[src/design/wwgp_pkg.sv]
// ----------------------------------------------------------------------------
// wwgp_pkg
// Shared sizes, codes, queue item type and saturation helper of the word-wrap
// glyph placer.
// ----------------------------------------------------------------------------
package wwgp_pkg;

  localparam int GLYPH_CODES  = 256;
  localparam int KERN_ENTRIES = 64;
  localparam int WORD_MAX     = 32;
  localparam int QDEPTH       = 4;

  localparam int GI_W = $clog2(GLYPH_CODES);
  localparam int KI_W = (KERN_ENTRIES > 1) ? $clog2(KERN_ENTRIES) : 1;
  localparam int KC_W = $clog2(KERN_ENTRIES + 1);
  localparam int WI_W = $clog2(WORD_MAX);
  localparam int WL_W = $clog2(WORD_MAX + 1);
  localparam int QI_W = $clog2(QDEPTH);
  localparam int QC_W = $clog2(QDEPTH + 1);

  localparam logic [1:0] OP_CHAR  = 2'd0;
  localparam logic [1:0] OP_GLOAD = 2'd1;
  localparam logic [1:0] OP_KLOAD = 2'd2;

  localparam logic [1:0] REG_LINE_HEIGHT = 2'd0;
  localparam logic [1:0] REG_BASELINE    = 2'd1;
  localparam logic [1:0] REG_MAX_WIDTH   = 2'd2;
  localparam logic [1:0] REG_FALLBACK    = 2'd3;

  localparam logic [7:0] CODE_NEWLINE = 8'd10;
  localparam logic [7:0] CODE_SPACE   = 8'd32;
  localparam logic [7:0] CODE_TAB     = 8'd9;
  localparam logic [7:0] CODE_CR      = 8'd13;

  localparam logic KIND_GLYPH   = 1'b0;
  localparam logic KIND_SUMMARY = 1'b1;

  typedef enum logic [1:0] {
    CMD_WORD,
    CMD_SPACE,
    CMD_GLOAD,
    CMD_KLOAD
  } cmd_t;

  typedef struct packed {
    cmd_t               cmd;
    logic [7:0]         code;
    logic               eot;
    logic signed [15:0] value;
    logic [7:0]         second;
  } qitem_t;

  typedef struct packed {
    logic            full;
    logic            empty;
    logic [QC_W-1:0] count;
  } qstat_t;

  function automatic logic signed [15:0] sat16(input logic signed [16:0] v);
    logic signed [15:0] r;
    if (v[16] != v[15]) begin
      r = v[16] ? 16'sh8000 : 16'sh7FFF;
    end else begin
      r = v[15:0];
    end
    return r;
  endfunction

endpackage

[src/design/wwgp_front.sv]
// ----------------------------------------------------------------------------
// wwgp_front
// Accepts input items, classifies them and pushes commands into the queue.
// ----------------------------------------------------------------------------
module wwgp_front (
  input  logic                in_valid,
  output logic                in_ready,
  input  logic [1:0]          op,
  input  logic [7:0]          char_code,
  input  logic                end_of_text,
  input  logic signed [15:0]  advance_value,
  input  logic [7:0]          second_code,
  input  logic signed [15:0]  kern_amount,
  input  wwgp_pkg::qstat_t    q_stat,
  output logic                push,
  output wwgp_pkg::qitem_t    push_item
);

  logic is_space;

  assign in_ready = !q_stat.full;
  assign is_space = (char_code == wwgp_pkg::CODE_SPACE) ||
                    ((char_code >= wwgp_pkg::CODE_TAB) && (char_code <= wwgp_pkg::CODE_CR));

  // drop unknown ops here: they cause nothing
  assign push = in_valid && in_ready &&
                ((op == wwgp_pkg::OP_CHAR) || (op == wwgp_pkg::OP_GLOAD) ||
                 (op == wwgp_pkg::OP_KLOAD));

  always_comb begin
    push_item        = '0;
    push_item.code   = char_code;
    push_item.second = second_code;
    case (op)
      wwgp_pkg::OP_GLOAD: begin
        push_item.cmd   = wwgp_pkg::CMD_GLOAD;
        push_item.value = advance_value;
      end
      wwgp_pkg::OP_KLOAD: begin
        push_item.cmd   = wwgp_pkg::CMD_KLOAD;
        push_item.value = kern_amount;
      end
      default: begin
        push_item.cmd = is_space ? wwgp_pkg::CMD_SPACE : wwgp_pkg::CMD_WORD;
        push_item.eot = end_of_text;
      end
    endcase
  end

endmodule

[config.mk]
export PLATFORM = sky130hd
export DESIGN_NAME = wwgp_front
export DESIGN_NICKNAME = d
export VERILOG_FILES = /design/src/design/wwgp_pkg.sv /design/src/design/wwgp_front.sv
export SDC_FILE = /design/constraint.sdc
export NUM_CORES = 1
export LEC_CHECK = 0
export BUFFER_PORTS_ARGS = -buffer_cell sky130_fd_sc_hd__buf_2
export CORE_AREA = 2 2 47 49
export DETAILED_ROUTE_END_ITERATION = 7
export DIE_AREA = 0 0 49 51
export PLACE_DENSITY = 0.79
export SETUP_SLACK_MARGIN = 0.15
export SLEW_MARGIN = 20
export SYNTH_ARGS = -nofsm -noshare
export SYNTH_HDL_FRONTEND = slang
export SYNTH_SLANG_ARGS = --single-unit
[constraint.sdc]
create_clock -name vclk -period 1.2
set_clock_uncertainty 0.1 [all_clocks]
set_input_delay 0.06 -clock vclk [all_inputs]
set_output_delay 0.06 -clock vclk [all_outputs]
set_load 0.02 [all_outputs]
== Word level (Yosys, flattened, before mapping) ==
Index checks and enable logic that the tools add are counted.

* Flip-flop bits (word level): 0
* Latch bits: 0
* RAM bits: 0
* Memory bits (read-only): 0
* Bits of input ports: 57
* Output and inout port bits: 37
* Memories kept: 0

* $add $sub $neg: 0
* Multiply operators: 0
* Div/mod/pow operators: 0
* Order comparisons: 2
* Equality and inequality tests: 3
* Shift operators: 0
* Muxes and demuxes: 4
* Bitwise gates (word level): 0
* Reductions and logical operators: 9

{| class="wikitable"
|+ Operators with widths
! operator !! count
|-
| $pmux W16 S2 || 1
|-
| $eq A8 B6 Y1 const B || 1
|-
| $ge A8 B4 Y1 const B || 1
|-
| $le A8 B4 Y1 const B || 1
|-
| $pmux W2 S2 || 1
|-
| $logic_and A1 B1 Y1 || 3
|-
| $logic_or A1 B1 Y1 || 3
|-
| $eq A2 B1 Y1 const B || 1
|-
| $eq A2 B2 Y1 const B || 1
|-
| $logic_not A2 Y1 || 1
|-
| $mux W1 || 2
|-
| $reduce_or A2 Y1 || 1
|-
| $logic_not A1 Y1 || 1
|}

== Longest topological paths before layout ==
Gate-level depths: netlist (run 1).

* Word-level depth: 5
* Mapped depth: 6
* Mapped depth without buffers: 5

== Least setup slack after synthesis (run 1) ==
Ideal clock, no wire load.

* Kind: input to output
* Start: input port op[0]
* End: output port push_item[11] (netlist name)
* Arrival: 1.108 ns
* Slack: -0.068 ns
* Stages: 6
* Path buffers: 2
* Path through: inv_1 ha_1 nor2b_1 clkbuf_2 buf_2 a22o_1

{| class="wikitable"
|+ RTL lines
! item !! line !! RTL
|-
| from (decl) || wwgp_front.sv:8 || <nowiki>input logic [1:0] op,</nowiki>
|-
| to (decl) || wwgp_front.sv:16 || <nowiki>output wwgp_pkg::qitem_t push_item</nowiki>
|}

==> metrics, run 1 <==
highest metal used met3; Die X 49 µm; RSZ-0062 raised after global routing true; initial antenna violation count 0; total gr overflow 0; Hold Startpoint second_code[6]; GR Util All Layers 13.48%; final wirelength 1715 µm; seq_cells 0; hold endpoint push_item[6]; met1 WL 472 µm; Leakage Power 0.5887 nW; met3 WL post-DR 193 µm; Cells after Synth 54; most frequent cells in the layout 55 x buf_2, 19 x buf_6, 10 x a22o_4; synthesis-to-layout area growth 155.1%; Max Slew Vio Count 0; # IOs 94; Antenna Cells 0; Rows 17; Worst-Margin Slew 219.0 ps; Final Hold Fails 0; WP data arrival 1060 ps; first-pass GRT wire length 2801 µm; placed cell count 143; synth unique cells 17; most common cell after layout, fill and taps aside buf_2; Post-Synthesis Cell Area 417.9 µm²; DRT iter0 DRCs 3; Routability Congestion 0.6204; violated checks negative setup slack; DRC 0; Worst setup SP type primary input; vias in the first global route 669; post-synthesis sequential area ratio 0%; YS warnings 0; post-DP HPWL 1375 µm; post-synth net total 114; Final min period 1220 ps; Storage cell area 0 µm²; Mapped Avg Cell Area 7.739 µm²; hold buffer count at cts 0; kind of critical path in2out; worst-path maximum fanout 13; VDD IR max 206.4 µV; CORE AREA 2063 µm²; worst hold path type in2out; Non-Filler Instances 146; multi-input logic area 384.1 µm²; ANT nets after route 0; hold depth 0; met2 wire length 1049 µm; Final #Nets 180; largest net degree at the start of global routing 14; vias 637; Port Buffers 74; Worst Setup End Kind output port; outcome finished with violations; starting density of the core 20.25%; drt first pass iters 3; DR vias/cell 4.363; PwrDens 421.9 nW/µm²; worst setup margin -20.39 ps; DIE AREA 2499 µm²; wire per inst 11.75 µm; Worst Path Required 1040 ps; Die Ht 51 µm; Slew headroom 85.29%; MaxCap Viol Count 0; layout cells sized above 1 85.59%; setup TNS -64.09 ps; crit share post-route 101.7%; Setup Viol. Count Final 9; fmax 0.8194 GHz; fillers 196; clkbuf count 0
[cells in the mapped netlist (all sizes together)]
library cell,n,area (µm²)
a22o,16,140.1
a31o,1,8.760
and2,1,6.260
buf,19,147.6
clkbuf,1,5.000
ha,3,37.54
inv,4,15.01
nand2b,1,6.260
nor2b,2,12.51
nor3,1,5.000
nor3b,1,7.510
nor4,1,6.260
o21ai,2,10.00
or4b,1,10.01
[power by group]
group | switching [mW] | leakage (nW) | internal [mW]
clock network | 0 | 0 | 0
logic | 0.203 | 0.589 | 0.247
registers | 0 | 0 | 0
[logic make-up after synthesis]
family / count (synthesis) / share of synthesized area [%]
buffers and inverters: 24 / 40.12
AO/OA/AOI/OAI: 19 / 38.02
AND/OR/NAND/NOR: 8 / 12.88
adder cells (fa/ha/maj): 3 / 8.983
[metrics by stage]
step	instance area [µm²]	hold slack (ps)	total power, mW	utilization [%]	setup WS [ps]
6_report	1066	20.01	0.4498	51.67	-20.39
5_1_grt	1066	20.03	0.4805	51.67	-86.38
4_1_cts	1055	20.15	0.4489	51.12	-21.38
3_5_place_dp	873.3	20.15	0.3648	42.33	-182.0
3_3_place_gp	873.3	20.15	0.3563	42.33	-152.3
2_1_floorplan	546.8	96.64	0.2526	-	108.4
[layer usage]
| metal | GRT usage, % | vias to the layer above |
|---|---|---|
| li1 | - | 310 |
| met1 | 12.28 | 283 |
| met2 | 30.37 | 44 |
| met3 | 3.216 | 0 |
| met4 | 0.9524 | 0 |
| met5 | 0 | - |
[area by class of cell]
cell class | count | share of cell area (%)
Timing Repair Buffer | 84 | 58.33
Multi-Input combinational cell | 30 | 36.03
Inverter | 4 | 2.347
Tap cell | 28 | 3.286
[how the worst max path moves through the flow]
stage,startpoint,end,slack [ps]
after floorplan,op[0],push_item[11],110
after global placement,op[0],push_item[33],-150
after detailed placement,op[0],push_item[33],-180
after CTS,op[0],push_item[33],-20
after global routing,op[1],push_item[21],-90
final,op[1],push_item[21],-20
[critical path, cell delays in order]
cell and delay, ps:
buf_8 100, ha_4 250, nor2b_2 200, buf_12 170, a22o_1 150, buf_6 120
[what timing repair did]
action                     in CTS  in global routing
resized for setup              45                  3
pin swaps                       4                  3
setup endpoints to repair      17                 17
setup buffers                   1                  1
gates cloned                    1                  0
Power figures use the tool's default switching activity.
==> run 2, diff against run 1 <==
--- a/config.mk
+++ b/config.mk
@@ -5,11 +5,12 @@
 export SDC_FILE = /design/constraint.sdc
 export NUM_CORES = 1
 export LEC_CHECK = 0
+export ABC_AREA = 1
 export BUFFER_PORTS_ARGS = -buffer_cell sky130_fd_sc_hd__buf_2
-export CORE_AREA = 2 2 47 49
+export CORE_AREA = 2 2 48 50
 export DETAILED_ROUTE_END_ITERATION = 7
-export DIE_AREA = 0 0 49 51
-export PLACE_DENSITY = 0.79
+export DIE_AREA = 0 0 50 52
+export PLACE_DENSITY = 0.81
 export SETUP_SLACK_MARGIN = 0.15
 export SLEW_MARGIN = 20
 export SYNTH_ARGS = -nofsm -noshare
==> metrics, run 2 <==
Worst Setup End Kind output port (unchanged); total power 0.4319 mW (was 0.4498 mW); Final Hold Fails 0 (unchanged); top cells by area, synth nand2_1 31%, buf_4 28%, a21oi_1 16% (was a22o_1 34%, buf_4 29%, ha_1 9.0%); Synth area leader nand2_1 (was a22o_1); Setup Viol. Count Final 0 (was 9); Routability Congestion 0.7155 (was 0.6204); synthesis-to-layout area growth 100.5% (was 155.1%); clkbuf count 0 (unchanged); Most Crowded Layer GR met2 (unchanged); RSZ-0062 raised after global routing true (unchanged); final wirelength 1738 µm (was 1715 µm); # IOs 94 (unchanged); crit share post-route 93.12% (was 101.7%); internal power 0.1969 mW (was 0.2468 mW); DRC 0 (unchanged); most frequent cell after synthesis nand2_1; Worst setup SP type primary input (unchanged); Leakage Power 0.5282 nW (was 0.5887 nW); Rows 17 (unchanged); Comb pwr share 100.0% (about the same); total gr overflow 0 (unchanged); seq_cells 0 (unchanged); outcome finished, final reports clean (was finished with violations); GR Util All Layers 12.04% (was 13.48%); largest net degree at the start of global routing 18 (was 14); fmax 0.8949 GHz (was 0.8194 GHz); most frequent cells in the layout 55 x buf_2, 41 x nand2_1, 18 x buf_4 (was 55 x buf_2, 19 x buf_6, 10 x a22o_4); post-synth net total 159 (was 114); placed cell count 183 (was 143); YS warnings 0 (unchanged); MaxCap Viol Count 0 (unchanged); Cells after Synth 99 (was 54); post-DP HPWL 1430 µm (was 1375 µm); clock power share 0% (about the same); Final min period 1117 ps (was 1220 ps); hold buffer count at cts 0 (unchanged); met2 Usage GRT 26.10% (was 30.37%); DIE AREA 2600 µm² (was 2499 µm²); Port Buffers 74 (unchanged); drt first pass iters 2 (was 3); post-synthesis sequential area ratio 0% (unchanged); Storage cell area 0 µm² (unchanged); vias in the first global route 672 (was 669); wire per inst 9.497 µm (was 11.75 µm); met1 usage 12.89% (was 12.28%); WP data arrival 960 ps (was 1060 ps); most common cell after layout, fill and taps aside buf_2 (unchanged); first-pass GRT wire length 2622 µm (was 2801 µm); Switch Pwr 0.2350 mW (was 0.2030 mW); VDD IR max 254.5 µV (was 206.4 µV); CORE AREA 2106 µm² (was 2063 µm²); Worst-Margin Slew 189.2 ps (was 219.0 ps); DR vias/cell 4.180 (was 4.363); ANT nets after route 0 (unchanged); DRT iter0 DRCs 2 (was 3); Sequential Power Share 0% (about the same); synth unique cells 11 (was 17); setup TNS 0 ps (was -64.09 ps); Post-CTS Setup Bufs 0 (was 1); Max Slew Vio Count 0 (unchanged); initial antenna violation count 0 (unchanged); kind of critical path in2out (unchanged); Final #Nets 217 (was 180); layout cells sized above 1 61.94% (was 85.59%); Worst Path Required 1040 ps (about the same); PwrDens 426.2 nW/µm² (was 421.9 nW/µm²); vias 765 (was 637); Post-Synthesis Cell Area 505.5 µm² (was 417.9 µm²); Non-Filler Instances 183 (was 146); worst-path maximum fanout 3 (was 13); Slew headroom 87.39% (was 85.29%); top-area cell type share of the netlist area 31.19% (was 33.53%); Antenna Cells 0 (unchanged); Final Core Density 48.13% (was 51.67%); starting density of the core 24.00% (was 20.25%); commonest cells in the netlist 42 x nand2_1, 19 x buf_4, 16 x a21oi_1 (was 16 x a22o_1, 16 x buf_4, 4 x inv_1); Mapped Avg Cell Area 5.106 µm² (was 7.739 µm²); Sw Share 54.42% (was 45.13%); worst hold path type in2out (unchanged); Die X 50 µm (was 49 µm); met3 Track Usage GR 0.8621% (was 3.216%); Die Ht 52 µm (was 51 µm)
[run 2: cell types whose count changed after synthesis, sizes merged, moves of 3 or more]
cell   change
a22o      -16
a21oi     +16
inv        +4
nand2     +42
buf        +3
nor2       +7
[run 2: final cells by class]
class	instances	area, µm²
Fill cell	230	1092
Timing Repair Buffer	78	488.0
Tap cell	28	35.03
Inverter	8	42.54
Multi-Input combinational cell	69	447.9
[run 2: metal layers]
layer,routed length [µm],up-vias
li1,-,398
met1,620,327
met2,982,40
met3,135,0
met4,0,0
met5,0,-
[run 2: repair_timing]
item	4_1_cts	5_1_grt
endpoints found under the setup margin	18	18
pin swaps	5	2
hold endpoints to repair	0	0
gates resized for setup	25	1
[run 2: power groups by stage]
| stage | combinational (mW) | sequential [mW] | clock, mW |
|---|---|---|---|
| floorplan | 0.295 | 0 | 0 |
| global placement | 0.401 | 0 | 0 |
| detailed placement | 0.402 | 0 | 0 |
| CTS | 0.434 | 0 | 0 |
| global route | 0.466 | 0 | 0 |
| finish | 0.432 | 0 | 0 |
[run 2: cell families after synthesis]
family / count (synthesis) / synth area share (%)
AO/OA/AOI/OAI: 16 / 15.84
buffers and inverters: 30 / 38.86
AND/OR/NAND/NOR: 50 / 37.87
adder cells (fa/ha/maj): 3 / 7.427
[run 2: critical path: stages]
cell and delay (ps):
buf_8 90, inv_8 30, ha_4 290, inv_6 30, nor2_2 60, nand2_1 50, nor2_1 80, nand3_1 80
nand2_2 70, buf_6 110
[run 2: worst paths after layout]
check	from	endpoint	slack [ps]	cells after the start
worst max-delay path	op[0]	push_item[33]	80	10
worst min-delay path	second_code[5]	push_item[5]	20	0
[run 2: metrics by stage]
stage	hold slack [ps]	area, µm²	setup slack, ps
finish	20.01	1013	82.52
floorplan	104.1	645.6	138.2
global route	20.04	1013	25.12
global placement	20.14	939.7	-59.79
detailed placement	20.14	939.7	-80.27
CTS	20.14	1010	63.80
==> run 3, diff against run 2 <==
--- a/config.mk
+++ b/config.mk
@@ -10,6 +10,7 @@
 export CORE_AREA = 2 2 48 50
 export DETAILED_ROUTE_END_ITERATION = 7
 export DIE_AREA = 0 0 50 52
+export MAX_ROUTING_LAYER = met4
 export PLACE_DENSITY = 0.81
 export SETUP_SLACK_MARGIN = 0.15
 export SLEW_MARGIN = 20
==> metrics, run 3 (same netlist as run 2, synthesis figures left out) <==
largest net degree at the start of global routing 18 (unchanged); layout cells sized above 1 65.63% (was 61.94%); CORE AREA 2106 µm² (unchanged); PwrDens 443.1 nW/µm² (was 426.2 nW/µm²); DRT iter0 DRCs 3 (was 2); Final Hold Fails 0 (unchanged); clock power share 0% (about the same); setup TNS 0 ps (unchanged); Max Slew Vio Count 0 (unchanged); crit share post-route 98.16% (was 93.12%); first-pass GRT wire length 2622 µm (unchanged); MaxCap Viol Count 0 (unchanged); Leakage Power 0.5864 nW (was 0.5282 nW); DR vias/cell 4.266 (was 4.180); outcome finished, final reports clean (unchanged); wire per inst 10.65 µm (was 9.497 µm); total power 0.5305 mW (was 0.4319 mW); worst slack, placed -80.27 ps (unchanged); starting density of the core 24.00% (unchanged); Final #Nets 222 (was 217); Port Buffers 74 (unchanged); clkbuf count 0 (unchanged); VDD IR max 261.2 µV (was 254.5 µV); met2 Usage GRT 26.10% (unchanged); Slew headroom 87.48% (was 87.39%); Sw Share 49.95% (was 54.42%); final wirelength 2003 µm (was 1738 µm); total gr overflow 0 (unchanged); drt first pass iters 2 (unchanged); most frequent cells in the layout 54 x buf_2, 41 x nand2_1, 15 x buf_6 (was 55 x buf_2, 41 x nand2_1, 18 x buf_4); Die Ht 52 µm (unchanged); post-DP HPWL 1430 µm (unchanged); kind of critical path in2out (unchanged); Antenna Cells 0 (unchanged); RSZ-0062 raised after global routing true (unchanged); vias in the first global route 672 (unchanged); Comb pwr share 100.0% (about the same); met1 usage 13.06% (was 12.89%); Final min period 1178 ps (was 1117 ps); DRC 0 (unchanged); Worst Path Required 1040 ps (about the same); Hold Startpoint second_code[5] (unchanged); DIE AREA 2600 µm² (unchanged); most common cell after layout, fill and taps aside buf_2 (unchanged); Worst Setup End Kind output port (unchanged); Worst setup SP type primary input (unchanged); Die X 50 µm (unchanged); Setup Viol. Count Final 0 (unchanged); initial antenna violation count 0 (unchanged); internal power 0.2655 mW (was 0.1969 mW); met3 Track Usage GR 0.5747% (was 0.8621%); hold buffer count at cts 0 (unchanged); vias 802 (was 765); Worst-Margin Slew 187.8 ps (was 189.2 ps); Most Crowded Layer GR met2 (unchanged); fmax 0.8489 GHz (was 0.8949 GHz); seq_cells 0 (unchanged); Switch Pwr 0.2650 mW (was 0.2350 mW); synthesis-to-layout area growth 136.9% (was 100.5%); GR Util All Layers 12.36% (was 12.04%); WP data arrival 1020 ps (was 960 ps); # IOs 94 (unchanged); worst-path maximum fanout 5 (was 3); worst hold path type in2out (unchanged); Rows 17 (unchanged); hold endpoint push_item[5] (unchanged); worst setup margin 22.06 ps (was 82.52 ps); Routability Congestion 0.7238 (was 0.7155); Sequential Power Share 0% (about the same); ANT nets after route 0 (unchanged); Storage cell area 0 µm² (unchanged); hold depth 0 (unchanged)
## run 3: repair_timing
item,4_1_cts,5_1_grt
setup endpoints to repair,18,18
cloned,0,3
pin swaps,5,3
resized for setup,25,23
setup buffers,0,2
## run 3: critical path, cell delays in order
cell,delay (ps)
buf_6,110
ha_4,260
buf_4,160
buf_12,130
a21oi_1,140
buf_4,170
## run 3: metal layers
metal	part of all wire [%]	vias up	routed length (µm)
met5	0	-	0
met4	0	0	0
met3	6.7	0	134
met2	57	40	1137
met1	37	354	732
li1	-	408	-
## run 3: cell type report
class | count | area, µm²
Multi-Input combinational cell | 69 | 490.5
Inverter | 8 | 42.54
Timing Repair Buffer | 83 | 629.4
Tap cell | 28 | 35.03
Fill cell | 212 | 908.4
## run 3: power by group through the flow
stage	Combinational (mW)	Sequential, mW	Clock, mW
6_report	0.531	0	0
5_1_grt	0.565	0	0
4_1_cts	0.434	0	0
3_5_place_dp	0.402	0	0
3_3_place_gp	0.401	0	0
2_1_floorplan	0.295	0	0
## run 3: how the worst max path moves through the flow
stage	from	endpoint	depth (start not counted)	slack, ps
2_1_floorplan	op[0]	push_item[33]	9	140
3_3_place_gp	op[0]	push_item[33]	10	-60
3_5_place_dp	op[0]	push_item[33]	10	-80
4_1_cts	op[0]	push_item[33]	10	60
5_1_grt	op[1]	push_item[16]	6	7
6_report	op[1]	push_item[16]	6	20
## run 3: per-stage QoR
stage	hold WS, ps	utilization (%)	cell area [µm²]	instances
after detailed placement	20.14	44.62	939.7	183
final	20.01	56.86	1197	188
after CTS	20.14	47.95	1010	183
after floorplan	104.1	-	645.6	99
after global routing	20.04	56.86	1197	188
after global placement	20.14	44.62	939.7	183
