### config.mk
export PLATFORM = sky130hd
export DESIGN_NAME = wwgp_queue
export DESIGN_NICKNAME = d
export VERILOG_FILES = /design/src/design/wwgp_pkg.sv /design/src/design/wwgp_queue.sv
export SDC_FILE = /design/constraint.sdc
export NUM_CORES = 1
export LEC_CHECK = 0
export ABC_AREA = 1
export BUFFER_PORTS_ARGS = -buffer_cell sky130_fd_sc_hd__buf_2
export CAP_MARGIN = 20
export CORE_MARGIN = 5
export CORE_UTILIZATION = 26
export DETAILED_ROUTE_END_ITERATION = 16
export MAX_ROUTING_LAYER = met4
export PLACE_DENSITY = 0.51
export SLEW_MARGIN = 20
export SYNTH_ARGS = -nofsm -noshare
export SYNTH_HDL_FRONTEND = slang
export SYNTH_SLANG_ARGS = --single-unit
export TNS_END_PERCENT = 1
### constraint.sdc
create_clock -name clk -period 4.05 [get_ports clk]
set_input_delay 1.215 -clock clk [delete_from_list [all_inputs] [get_ports clk]]
set_output_delay 1.215 -clock clk [all_outputs]
set_load 0.005 [all_outputs]
### src/design/wwgp_pkg.sv
// ----------------------------------------------------------------------------
// wwgp_pkg
// Shared sizes, codes, queue item type and saturation helper of the word-wrap
// glyph placer.
// ----------------------------------------------------------------------------
package wwgp_pkg;

  localparam int GLYPH_CODES  = 256;
  localparam int KERN_ENTRIES = 64;
  localparam int WORD_MAX     = 32;
  localparam int QDEPTH       = 4;

  localparam int GI_W = $clog2(GLYPH_CODES);
  localparam int KI_W = (KERN_ENTRIES > 1) ? $clog2(KERN_ENTRIES) : 1;
  localparam int KC_W = $clog2(KERN_ENTRIES + 1);
  localparam int WI_W = $clog2(WORD_MAX);
  localparam int WL_W = $clog2(WORD_MAX + 1);
  localparam int QI_W = $clog2(QDEPTH);
  localparam int QC_W = $clog2(QDEPTH + 1);

  localparam logic [1:0] OP_CHAR  = 2'd0;
  localparam logic [1:0] OP_GLOAD = 2'd1;
  localparam logic [1:0] OP_KLOAD = 2'd2;

  localparam logic [1:0] REG_LINE_HEIGHT = 2'd0;
  localparam logic [1:0] REG_BASELINE    = 2'd1;
  localparam logic [1:0] REG_MAX_WIDTH   = 2'd2;
  localparam logic [1:0] REG_FALLBACK    = 2'd3;

  localparam logic [7:0] CODE_NEWLINE = 8'd10;
  localparam logic [7:0] CODE_SPACE   = 8'd32;
  localparam logic [7:0] CODE_TAB     = 8'd9;
  localparam logic [7:0] CODE_CR      = 8'd13;

  localparam logic KIND_GLYPH   = 1'b0;
  localparam logic KIND_SUMMARY = 1'b1;

  typedef enum logic [1:0] {
    CMD_WORD,
    CMD_SPACE,
    CMD_GLOAD,
    CMD_KLOAD
  } cmd_t;

  typedef struct packed {
    cmd_t               cmd;
    logic [7:0]         code;
    logic               eot;
    logic signed [15:0] value;
    logic [7:0]         second;
  } qitem_t;

  typedef struct packed {
    logic            full;
    logic            empty;
    logic [QC_W-1:0] count;
  } qstat_t;

  function automatic logic signed [15:0] sat16(input logic signed [16:0] v);
    logic signed [15:0] r;
    if (v[16] != v[15]) begin
      r = v[16] ? 16'sh8000 : 16'sh7FFF;
    end else begin
      r = v[15:0];
    end
    return r;
  endfunction

endpackage

### src/design/wwgp_queue.sv
// ----------------------------------------------------------------------------
// wwgp_queue
// Short command queue between the front and back parts.
// ----------------------------------------------------------------------------
module wwgp_queue (
  input  logic              clk,
  input  logic              rst,
  input  logic              push,
  input  wwgp_pkg::qitem_t  push_item,
  input  logic              pop,
  output wwgp_pkg::qitem_t  head,
  output wwgp_pkg::qstat_t  q_stat
);

  wwgp_pkg::qitem_t              slots [wwgp_pkg::QDEPTH];
  logic [wwgp_pkg::QI_W-1:0]     wr_ptr;
  logic [wwgp_pkg::QI_W-1:0]     rd_ptr;
  logic [wwgp_pkg::QC_W-1:0]     count;

  assign head         = slots[rd_ptr];
  assign q_stat.count = count;
  assign q_stat.full  = (count == wwgp_pkg::QC_W'(wwgp_pkg::QDEPTH));
  assign q_stat.empty = (count == '0);

  always_ff @(posedge clk) begin
    if (push) begin
      slots[wr_ptr] <= push_item;
    end
  end

  always_ff @(posedge clk) begin
    if (rst) begin
      wr_ptr <= '0;
      rd_ptr <= '0;
      count  <= '0;
    end else begin
      if (push) begin
        wr_ptr <= (wr_ptr == wwgp_pkg::QI_W'(wwgp_pkg::QDEPTH - 1)) ? '0 : wr_ptr + 1'b1;
      end
      if (pop) begin
        rd_ptr <= (rd_ptr == wwgp_pkg::QI_W'(wwgp_pkg::QDEPTH - 1)) ? '0 : rd_ptr + 1'b1;
      end
      if (push && !pop) begin
        count <= count + 1'b1;
      end else if (pop && !push) begin
        count <= count - 1'b1;
      end
    end
  end

endmodule

# After elaboration in Yosys (flattened, before gate mapping)
# Memories as Yosys holds them, arrays and structs flattened. A register that Yosys moved wholly into a read port is not among the register bits.
# Cells that the tools add are included.
# totals
register_bits	7
mem_bits_rw	140
input_bits	39
out_inout_bits	40
word_cells	25
mem_count	1
# classes
addsub	4
n_eq_ne	3
mux	8
reduce_logical	6
# mem_list
memory	depth	word_bits	rd	rd_ports_with_merged_regs	write_ports	line_no	source
slots	4	35	1	1	1	wwgp_queue.sv:15	wwgp_pkg::qitem_t slots [wwgp_pkg::QDEPTH];
# op_table
cell	n
2-to-1 mux 2 bit	4
2-to-1 mux 3 bit	2
adder 2 x 1 -> 2 bit, second input constant	2
equality test 2 bit, second input constant	2
adder 3 x 1 -> 3 bit, second input constant	1
equality test 3 bit, second input constant	1
zero test 3 bit	1
subtractor 3 x 1 -> 3 bit, second input constant	1
logical AND 1 bit	2
zero test 1 bit	2
2-to-1 mux 1 bit	2
nonzero test 2 bit	1

# Longest topological paths before layout
# Gate-level depths: netlist (run 1).
# depth
ltp_word	4
mapped_depth	10
depth_no_buf	10

# Least setup slack after synthesis (run 1)
# OpenSTA, ideal clock, no wires.
# synth_path
path_kind	input to register
start	in push
end	mem slots[3][0] (netlist bit), enable pin
setup_ps	390
arrival_time_ps	1941
required_ps	3660
setup_slack_ps	1719
path_stages	2
n_path_buf	0
cell_sequence	nand2_1 inv_1
# synth_between
elab_chain_cells	2
# synth_lines
item	line_no	source
from (decl)	wwgp_queue.sv:8	input logic push,
2-to-1 mux 1 bit	wwgp_queue.sv:26	if (push) begin
2-to-1 mux 1 bit (implied by the code)	wwgp_queue.sv:27	slots[wr_ptr] <= push_item;
to (decl)	wwgp_queue.sv:15	
# Every way passes these cells.

==> qor.yml, run 1 <==
sta:
  setup_tns_ns: 0
  fin_crit_ns: 3.42
  setup_viol: 0
  rsz0062_at_grt: "false"
  maxSlewViolCount: 0
  layout_worst_path_cycle_share_pct: 84.5
  hold_viol: 0
  tightest_slew_ns: 0.960
  max_freq_ghz: 0.292
  relSlewSlack_pct: 35.9
  fin_skew_ns: 0.00603
logic_synthesis:
  ys_ff_latch: 149
  ys_types: 20
  synthMuxAreaShare_pct: 0
  synth_compound_area_share_pct: 10.6
  synth_area_leaders: "edfxtp_1 (74%), nor2_1 (5.2%), o22ai_1 (3.9%)"
  syn-num-nets: 443
  synth-xor-area-share_pct: 0.155
  synthSimpleGateAreaFrac_pct: 6.27
  yosysWarnings: 0
  synth_top_family_by_area: "compound AO/OA/AOI/OAI gates"
  synth_area_um2: 5650
  yosysSeqAreaShare_pct: 77.6
  syn_inst: 397
  yosysTopAreaCellShare_pct: 74.4
  postSynthAreaPerCell_um2: 14.2
  synth_fa_ha_area_share_pct: 1.68
  synth_top_area_cell: "edfxtp_1"
die:
  core_um2: 21600
  initial_core_util_pct: 26.1
  core.rowCount: 54
  die_height_um: 157
  die_area_um2: 24800
  floorplan.io_pins: 79
  fp.dieW_um: 157
grt:
  track_usage_pct: 10.7
  overflow: 0
  grt_max_degree: 71
  grt_pass1_vias: 3396
  grt_pass1_wl_mm: 19.1
  antenna_found_initial: 2
clocking:
  cts_inserted_buffers: 17
  cts-root-buf: "clkbuf_16"
  h-tree-depth: 4
  holdBufCountCts: 0
  clk_latency_ns: 0.41
  cts.clk_slew.worst_paths_ns: 0.06
  numClockSinks: 149
  post_cts_resized: 0
  cts_tree: "built"
  cts_setup_buffers: 0
  clockBufferDepth: 2
power_and_ir_drop:
  vdd_drop_max_v: 0.000232
  power.leakage_uw: 0.00241
  power.density_nw_per_um2: 525
worst_setup_path:
  crit_type: "flop to output pin"
  reg2reg_from: "wr_ptr[0]"
  required_ns: 2.83
  crit_path_end_kind: "output pin"
  startpoint_type: "flop"
  crit_fanout: 29
  critical_path_arrival_ns: 2.21
place:
  dpl_cell_area_um2: 6270
  gp_congestion: 0.730
  port_buffers: 78
  dp_hpwl_mm: 7.23
route:
  num_vias: 3402
  wirelength_mm: 12.5
  dr_wl_met3_um: 657
  wire_per_inst_um: 16.2
  wl_met1_mm: 5.55
  maxUsedRoutingLayer: "met4"
  wl_met2_mm: 6.12
  antenna_left: 0
  drt_iter0_markers: 196
  drtPass1Iterations: 4
  drc_errors: 0
  via_per_inst: 4.41
run:
  maxCapViolCount: 0
status:
  status: "finished, final reports clean"
layout:
  nets: 522
  fin_area_um2: 6840
  mostFrequentLayoutCell: "edfxtp_1"
  areaGrowthSynthToFinish_pct: 21.1
  mostFrequentLayoutCells: "edfxtp_1 (140), nor2_1 (78), buf_2 (78), o21ai_0 (39), o22ai_1 (35)"
  drive_gt1_share_pct: 23.9
min_path:
  hold_path.class: "flop to flop"
  hold_start: "rd_ptr[1]"
-- cell type report --
class,count,area [um2]
inverter,16,62.6
clock buffer,19,433
clock inverter,13,134
fill,2169,14800
timing repair buffer,81,413
antenna,2,5.00
multi-input combinational,211,1060
sequential,149,4390
tap,280,350
-- state kept, by name, summed over array words and instances (netlist names), named ones only --
register,count
wr_ptr,2
rd_ptr,2
slots,140
count,3
-- path summary, 6_finish.rpt --
kind,cells after the start,slack [ns],endpoint
max,5,0.63,head[23]
min,2,0.54,flop
max reg2reg,3,2.30,slots[3][22]
min reg2reg,2,0.54,flop
-- per-layer routing --
metal | global-route usage [%] | vias to the layer above
li1 | - | 1636
met1 | 12.8 | 1675
met2 | 16.9 | 72
met3 | 3.82 | 19
met4 | 3.85 | 0
met5 | - | -
-- kinds of logic (layout without fill, tap and decap cells) --
family          after synthesis  count (layout)
flops                       149             149
fa+ha+maj                     7               7
xor+xnor                      1               1
buf+inv                      37             129
other cells                   0               2
compound gates              111             111
simple gates                 92              92
-- critical path: stages, from the launching register on --
cell     delay, ns
dfxtp_2       0.65
buf_4         0.41
buf_4         0.29
o21ai_0       0.11
o22ai_1       0.18
buf_2         0.14
-- Yosys cell counts (all sizes together) --
master / instances
a21oi: 3
buf: 21
dfxtp: 9
edfxtp: 140
fa: 1
ha: 6
inv: 16
nand2: 8
nand3: 1
nand4: 1
nor2: 78
nor3: 4
o21ai: 73
o22ai: 35
xor2: 1
-- stage by stage --
stage          setup slack, ns  hold slack [ns]  utilization, %  std cells  power [uW]
4_1_cts                  0.564            0.545            31.6        769        3640
3_3_place_gp              1.06            0.502            29.0        737        2130
6_report                 0.629            0.543            31.6        771        3590
5_1_grt                  0.475            0.577            31.6        771        3750
3_5_place_dp              1.02            0.536            29.0        737        2140
2_1_floorplan             1.72            0.490               -        397        1990
-- power by group --
group	leakage (uW)	internal (uW)	switching (uW)
clock network	0.000264	902	590
logic	0.000787	112	198
registers	0.00136	1760	27.5
Note: power is estimated with default switching activity, not from simulation.
==> run 2, diff against run 1 <==
Settings changed: PLACE_DENSITY 0.51 to 0.53.
Clock period 4.05 ns to 3 ns, I/O delays scaled along.
==> run 2 against run 1 <==
Register-to-register slack worse by 0.98 ns; sequential share of layout area down 0.94 points; sequential cell count did not move; final cell count is 0.65% higher; core utilization is 0.47 points higher; power up 35%; sequential power up 35%; critical path type unchanged; critical endpoint is now head[0].
==> qor.yml, run 2 (synthesized netlist as in run 1, its figures left out) <==
grt:
  busiest_layer: "met2"  # unchanged
  grtUsageMet1_pct: 12.0  # was 12.8%
  grt_pass1_vias: 3627  # was 3396
  track_usage_pct: 10.9  # was 10.7%
  overflow: 0  # unchanged
  grt_pass1_wl_mm: 19.6  # was 19.1 mm
  grt_max_degree: 71  # unchanged
  antenna_found_initial: 2  # unchanged
  grt_util_met3_pct: 3.44  # was 3.82%
  use_met2_pct: 18.4  # was 16.9%
sta:
  tightest_slew_ns: 0.643  # was 0.960 ns
  max_freq_ghz: 0.360
  hold_viol: 0  # unchanged
  setup_viol: 0  # unchanged
  whs_ns: 0.532  # was 0.543 ns
  setup_tns_ns: 0  # unchanged
  fin_skew_ns: 0.00630  # was 0.00603 ns
  layout_worst_path_cycle_share_pct: 92.7
  relSlewSlack_pct: 57.1  # was 35.9%
  rsz0062_at_grt: "false"  # unchanged
  maxSlewViolCount: 0  # unchanged
  fin_crit_ns: 2.78
power_and_ir_drop:
  power.leakage_uw: 0.00246  # was 0.00241 uW
  p_seq_share_pct: 49.5  # was 49.8%
  power.density_nw_per_um2: 700  # was 525 nW/um2
  p_comb_share_pct: 9.0  # was 8.6%
  clkPwrFrac_pct: 41.4  # was 41.6%
  switching_share_pct: 22.8  # was 22.7%
  switchingPower_uw: 1110  # was 816 uW
  fin_total_pwr_uw: 4860  # was 3590 uW
  power.internal_uw: 3750  # was 2770 uW
  vdd_drop_max_v: 0.000346  # was 0.000232 V
layout:
  reg.largest.list: "slots: 140 flops, count: 3 flops"  # unchanged
  mostFrequentLayoutCell: "edfxtp_1"  # unchanged
  areaGrowthSynthToFinish_pct: 22.8  # was 21.1%
  fill_cells: 2151  # was 2169
  drive_gt1_share_pct: 25.1  # was 23.9%
  mostFrequentLayoutCells: "edfxtp_1 (140), nor2_1 (78), buf_2 (78), o21ai_0 (39), o22ai_1 (35)"  # unchanged
  regMostFlops: "slots"  # unchanged
  final_core_util_pct: 32.1  # was 31.6%
  multi_input_area_um2: 1060  # unchanged
  largest_register_ff_count: 140  # unchanged
  nets: 527  # was 522
  regArea_um2: 4390  # unchanged
clocking:
  h-tree-depth: 4  # unchanged
  numClockSinks: 149  # unchanged
  holdBufCountCts: 0  # unchanged
  cts.clk_slew.worst_paths_ns: 0.06  # about the same
  cts_tree: "built"  # unchanged
  cts_setup_buffers: 0  # unchanged
  cts_inserted_buffers: 17  # unchanged
  clockBufferDepth: 2  # unchanged
  cts-root-buf: "clkbuf_16"  # unchanged
  clk_latency_ns: 0.41  # about the same
die:
  initial_core_util_pct: 26.1  # unchanged
  floorplan.io_pins: 79  # unchanged
  fp.dieW_um: 157  # unchanged
  core_um2: 21600  # unchanged
  die_height_um: 157  # unchanged
  core.rowCount: 54  # unchanged
  die_area_um2: 24800  # unchanged
worst_setup_path:
  reg2reg_depth: 4  # was 3
  cp-endpoint: "head[0]"  # was head[23]
  r2r_setup_slack_ns: 1.32  # was 2.30 ns
  crit_path_end_kind: "output pin"  # unchanged
  crit_fanout: 21  # was 29
  startpoint_type: "flop"  # unchanged
  crit_type: "flop to output pin"  # unchanged
  reg2reg_from: "wr_ptr[0]"  # unchanged
  critical_path_arrival_ns: 1.88  # was 2.21 ns
  r2r_end: "slots[3][24]"  # was slots[3][22]
  required_ns: 2.10  # was 2.83 ns
route:
  num_vias: 3418  # was 3402
  drc_errors: 0  # unchanged
  drtPass1Iterations: 4  # unchanged
  wire_per_inst_um: 16.3  # was 16.2 um
  via_per_inst: 4.40  # was 4.41
  drt_iter0_markers: 174  # was 196
  wirelength_mm: 12.6  # was 12.5 mm
  antenna_left: 0  # unchanged
run:
  maxCapViolCount: 0  # unchanged
place:
  port_buffers: 78  # unchanged
  gp_congestion: 0.709  # was 0.730
  dp_hpwl_mm: 7.56  # was 7.23 mm
min_path:
  hold_depth: 2  # unchanged
  hold_start: "wr_ptr[1]"  # was rd_ptr[1]
  hold_path.class: "flop to flop"  # unchanged
status:
  status: "finished, final reports clean"  # unchanged
-- run 2: cell types whose count changed in the layout (fill, tap and decap cells not counted) --
cell	delta
clkinv_2	+3
buf_12	+5
inv_6	-1
clkbuf_1	-2
inv_4	+1
inv_2	-1
-- run 2: how the worst min path moves through the flow --
stage / to
floorplan: wr_ptr[1]
global placement: wr_ptr[1]
detailed placement: wr_ptr[1]
CTS: wr_ptr[1]
global route: wr_ptr[1]
finish: wr_ptr[1]
-- run 2: area by class of cell --
cell class	instances	area share, %
clock buffers	17	6.13
flip-flops and latches	149	63.2
clock inverters	15	2.02
multi-input cells	211	15.2
repair buffers	86	7.39
well taps	280	5.05
inverters	16	0.937
diodes	2	0.0721
-- run 2: worst max-delay path: stages (launching register included) --
cell	delay, ns
dfxtp_2	0.53
buf_4	0.36
o21ai_0	0.15
o22ai_1	0.25
buf_2	0.17
-- run 2: what timing repair did --
action                     CTS  global route
setup endpoints to repair    0             3
resized for setup            0             2
hold endpoints to repair     0             0
-- run 2: metal layers --
layer / vias up / wire, um
met5: - / 0
met4: 0 / 208
met3: 16 / 615
met2: 66 / 6520
met1: 1689 / 5290
li1: 1647 / -
-- run 2: power groups by stage --
stage | combinational, uW | clock [uW] | sequential (uW)
floorplan | 243 | 0 | 2440
global placement | 442 | 0 | 2450
detailed placement | 452 | 0 | 2450
CTS | 454 | 2080 | 2410
global route | 499 | 2160 | 2420
finish | 440 | 2010 | 2410
-- run 2: per-stage QoR --
stage | cell area, um2 | setup WS (ns) | instances
floorplan | 5650 | 0.984 | 397
global placement | 6370 | 0.553 | 742
detailed placement | 6370 | 0.578 | 742
CTS | 6940 | 0.0347 | 774
global route | 6940 | 0.0627 | 776
finish | 6940 | 0.219 | 776
==> run 3, diff against run 2 <==
Settings changed: BUFFER_PORTS_ARGS -buffer_cell sky130_fd_sc_hd__buf_2 to default, DONT_BUFFER_PORTS from default to 1, PLACE_DENSITY 0.53 to 0.5.
==> run 3 against run 2 <==
Critical path depth fell by 1; non-clock buffer count shrank 79; final cell count decreased by 10%; combinational power decreased by 27%; clock power grew 14%; global-route usage about the same; via count shrank 7.1%; worst hold slack gained 0.0043 ns; sequential cell count stayed put; cell area shrank 5.5%; register-to-register slack got worse by 0.07 ns; die area did not move.
==> qor.yml, run 3 (synthesized netlist as in run 1, its figures left out) <==
die:
  fp.dieW_um: 157  # unchanged
  die_height_um: 157  # unchanged
  die_area_um2: 24800  # unchanged
  core.rowCount: 54  # unchanged
  core_um2: 21600  # unchanged
  floorplan.io_pins: 79  # unchanged
  initial_core_util_pct: 26.1  # unchanged
power_and_ir_drop:
  power.leakage_uw: 0.00217  # was 0.00246 uW
  vdd_drop_max_v: 0.000368  # was 0.000346 V
  power.internal_uw: 3930  # was 3750 uW
  clkPwrFrac_pct: 45.6  # was 41.4%
  p_seq_share_pct: 47.9  # was 49.5%
  switching_share_pct: 21.6  # was 22.8%
  p_comb_share_pct: 6.4  # was 9.0%
  switchingPower_uw: 1080  # was 1110 uW
  fin_total_pwr_uw: 5020  # was 4860 uW
  power.density_nw_per_um2: 765  # was 700 nW/um2
clocking:
  clockBufferDepth: 2  # unchanged
  cts-root-buf: "clkbuf_16"  # unchanged
  h-tree-depth: 4  # unchanged
  cts_tree: "built"  # unchanged
  holdBufCountCts: 0  # unchanged
  clk_latency_ns: 0.41  # about the same
  cts_setup_buffers: 0  # unchanged
  cts.clk_slew.worst_paths_ns: 0.06  # about the same
  post_cts_resized: 0  # unchanged
  numClockSinks: 149  # unchanged
  cts_inserted_buffers: 17  # unchanged
layout:
  regMostFlops: "slots"  # unchanged
  areaGrowthSynthToFinish_pct: 16.1  # was 22.8%
  drive_gt1_share_pct: 10.6  # was 25.1%
  fill_cells: 2160  # was 2151
  mostFrequentLayoutCell: "edfxtp_1"  # unchanged
  mostFrequentLayoutCells: "edfxtp_1 (140), nor2_1 (78), o21ai_0 (39), o22ai_1 (35), o21ai_1 (34)"  # was edfxtp_1 (140), nor2_1 (78), buf_2 (78), o21ai_0 (39), o22ai_1 (35)
  largest_register_ff_count: 140  # unchanged
  reg.largest.list: "slots: 140 flops, count: 3 flops"  # unchanged
  n_antenna_cell: 0  # was 2
  nets: 448  # was 527
sta:
  max_freq_ghz: 0.378  # was 0.360 GHz
  maxSlewViolCount: 0  # unchanged
  fin_skew_ns: 0.00689  # was 0.00630 ns
  tightest_slew_ns: 0.723  # was 0.643 ns
  layout_worst_path_cycle_share_pct: 88.1  # was 92.7%
  worst_slack_ns: 0.356  # was 0.219 ns
  setup_viol: 0  # unchanged
  hold_viol: 0  # unchanged
  relSlewSlack_pct: 51.8  # was 57.1%
  rsz0062_at_grt: "false"  # unchanged
  setup_tns_ns: 0  # unchanged
  fin_crit_ns: 2.64  # was 2.78 ns
worst_setup_path:
  startpoint_type: "flop"  # unchanged
  crit_type: "flop to output pin"  # unchanged
  r2r_setup_slack_ns: 1.25  # was 1.32 ns
  required_ns: 2.10  # about the same
  crit_path_end_kind: "output pin"  # unchanged
  crit_fanout: 70  # was 21
  critical_path_arrival_ns: 1.74  # was 1.88 ns
grt:
  grt_max_degree: 71  # unchanged
  track_usage_pct: 10.9  # about the same
  grt_pass1_wl_mm: 19.4  # was 19.6 mm
  grt_pass1_vias: 3382  # was 3627
  overflow: 0  # unchanged
  antenna_found_initial: 0  # was 2
route:
  drt_iter0_markers: 114  # was 174
  wirelength_mm: 12.6  # about the same
  drtPass1Iterations: 4  # unchanged
  num_vias: 3176  # was 3418
  wire_per_inst_um: 18.1  # was 16.3 um
  via_per_inst: 4.57  # was 4.40
  drc_errors: 0  # unchanged
  antenna_left: 0  # unchanged
place:
  pre_cts_ws_ns: 0.724  # was 0.578 ns
  port_buffers: 0  # was 78
  gp_congestion: 0.684  # was 0.709
  dp_hpwl_mm: 7.25  # was 7.56 mm
run:
  maxCapViolCount: 0  # unchanged
status:
  status: "finished, final reports clean"  # unchanged
min_path:
  hold_path.class: "flop to flop"  # unchanged
[run 3: cell type report]
class | count | area, um2 | share of cell area [%]
tap | 280 | 350 | 5.34
timing repair buffer | 7 | 65.1 | 0.992
clock inverter | 14 | 209 | 3.19
sequential | 149 | 4390 | 66.9
inverter | 16 | 62.6 | 0.954
clock buffer | 18 | 429 | 6.54
multi-input combinational | 211 | 1060 | 16.1
[run 3: worst paths after layout]
kind,startpoint,to,cells after the start
setup / recovery,flop,head[0],3
hold / removal,wr_ptr[1],wr_ptr[1],2
setup reg to reg,wr_ptr[0],slots[2][22],5
hold reg to reg,wr_ptr[1],wr_ptr[1],2
[run 3: worst max-delay path: stages, from the launching register on]
cell and delay, ns:
dfxtp_2 0.34, inv_4 0.53, o21ai_0 0.16, o22ai_1 0.28
[run 3: power groups by stage]
stage          Combinational, uW  Clock [uW]  Sequential [uW]
2_1_floorplan                243           0             2440
3_3_place_gp                 329           0             2450
3_5_place_dp                 340           0             2450
4_1_cts                      342        2350             2410
5_1_grt                      373        2450             2410
6_report                     323        2290             2410
[run 3: layer usage]
layer,up-vias,track usage (%),wire length [um]
li1,1489,-,-
met1,1590,12.2,5250
met2,81,17.5,6160
met3,16,4.89,993
met4,0,3.69,185
met5,-,-,0
[run 3: metrics by stage]
stage | cells | hold WS [ns] | instance area (um2) | utilization, %
after floorplan | 397 | 0.490 | 5650 | -
after global placement | 663 | 0.504 | 5920 | 27.4
after detailed placement | 663 | 0.532 | 5920 | 27.4
after CTS | 695 | 0.532 | 6560 | 30.3
after global routing | 695 | 0.531 | 6560 | 30.3
final | 695 | 0.536 | 6560 | 30.3
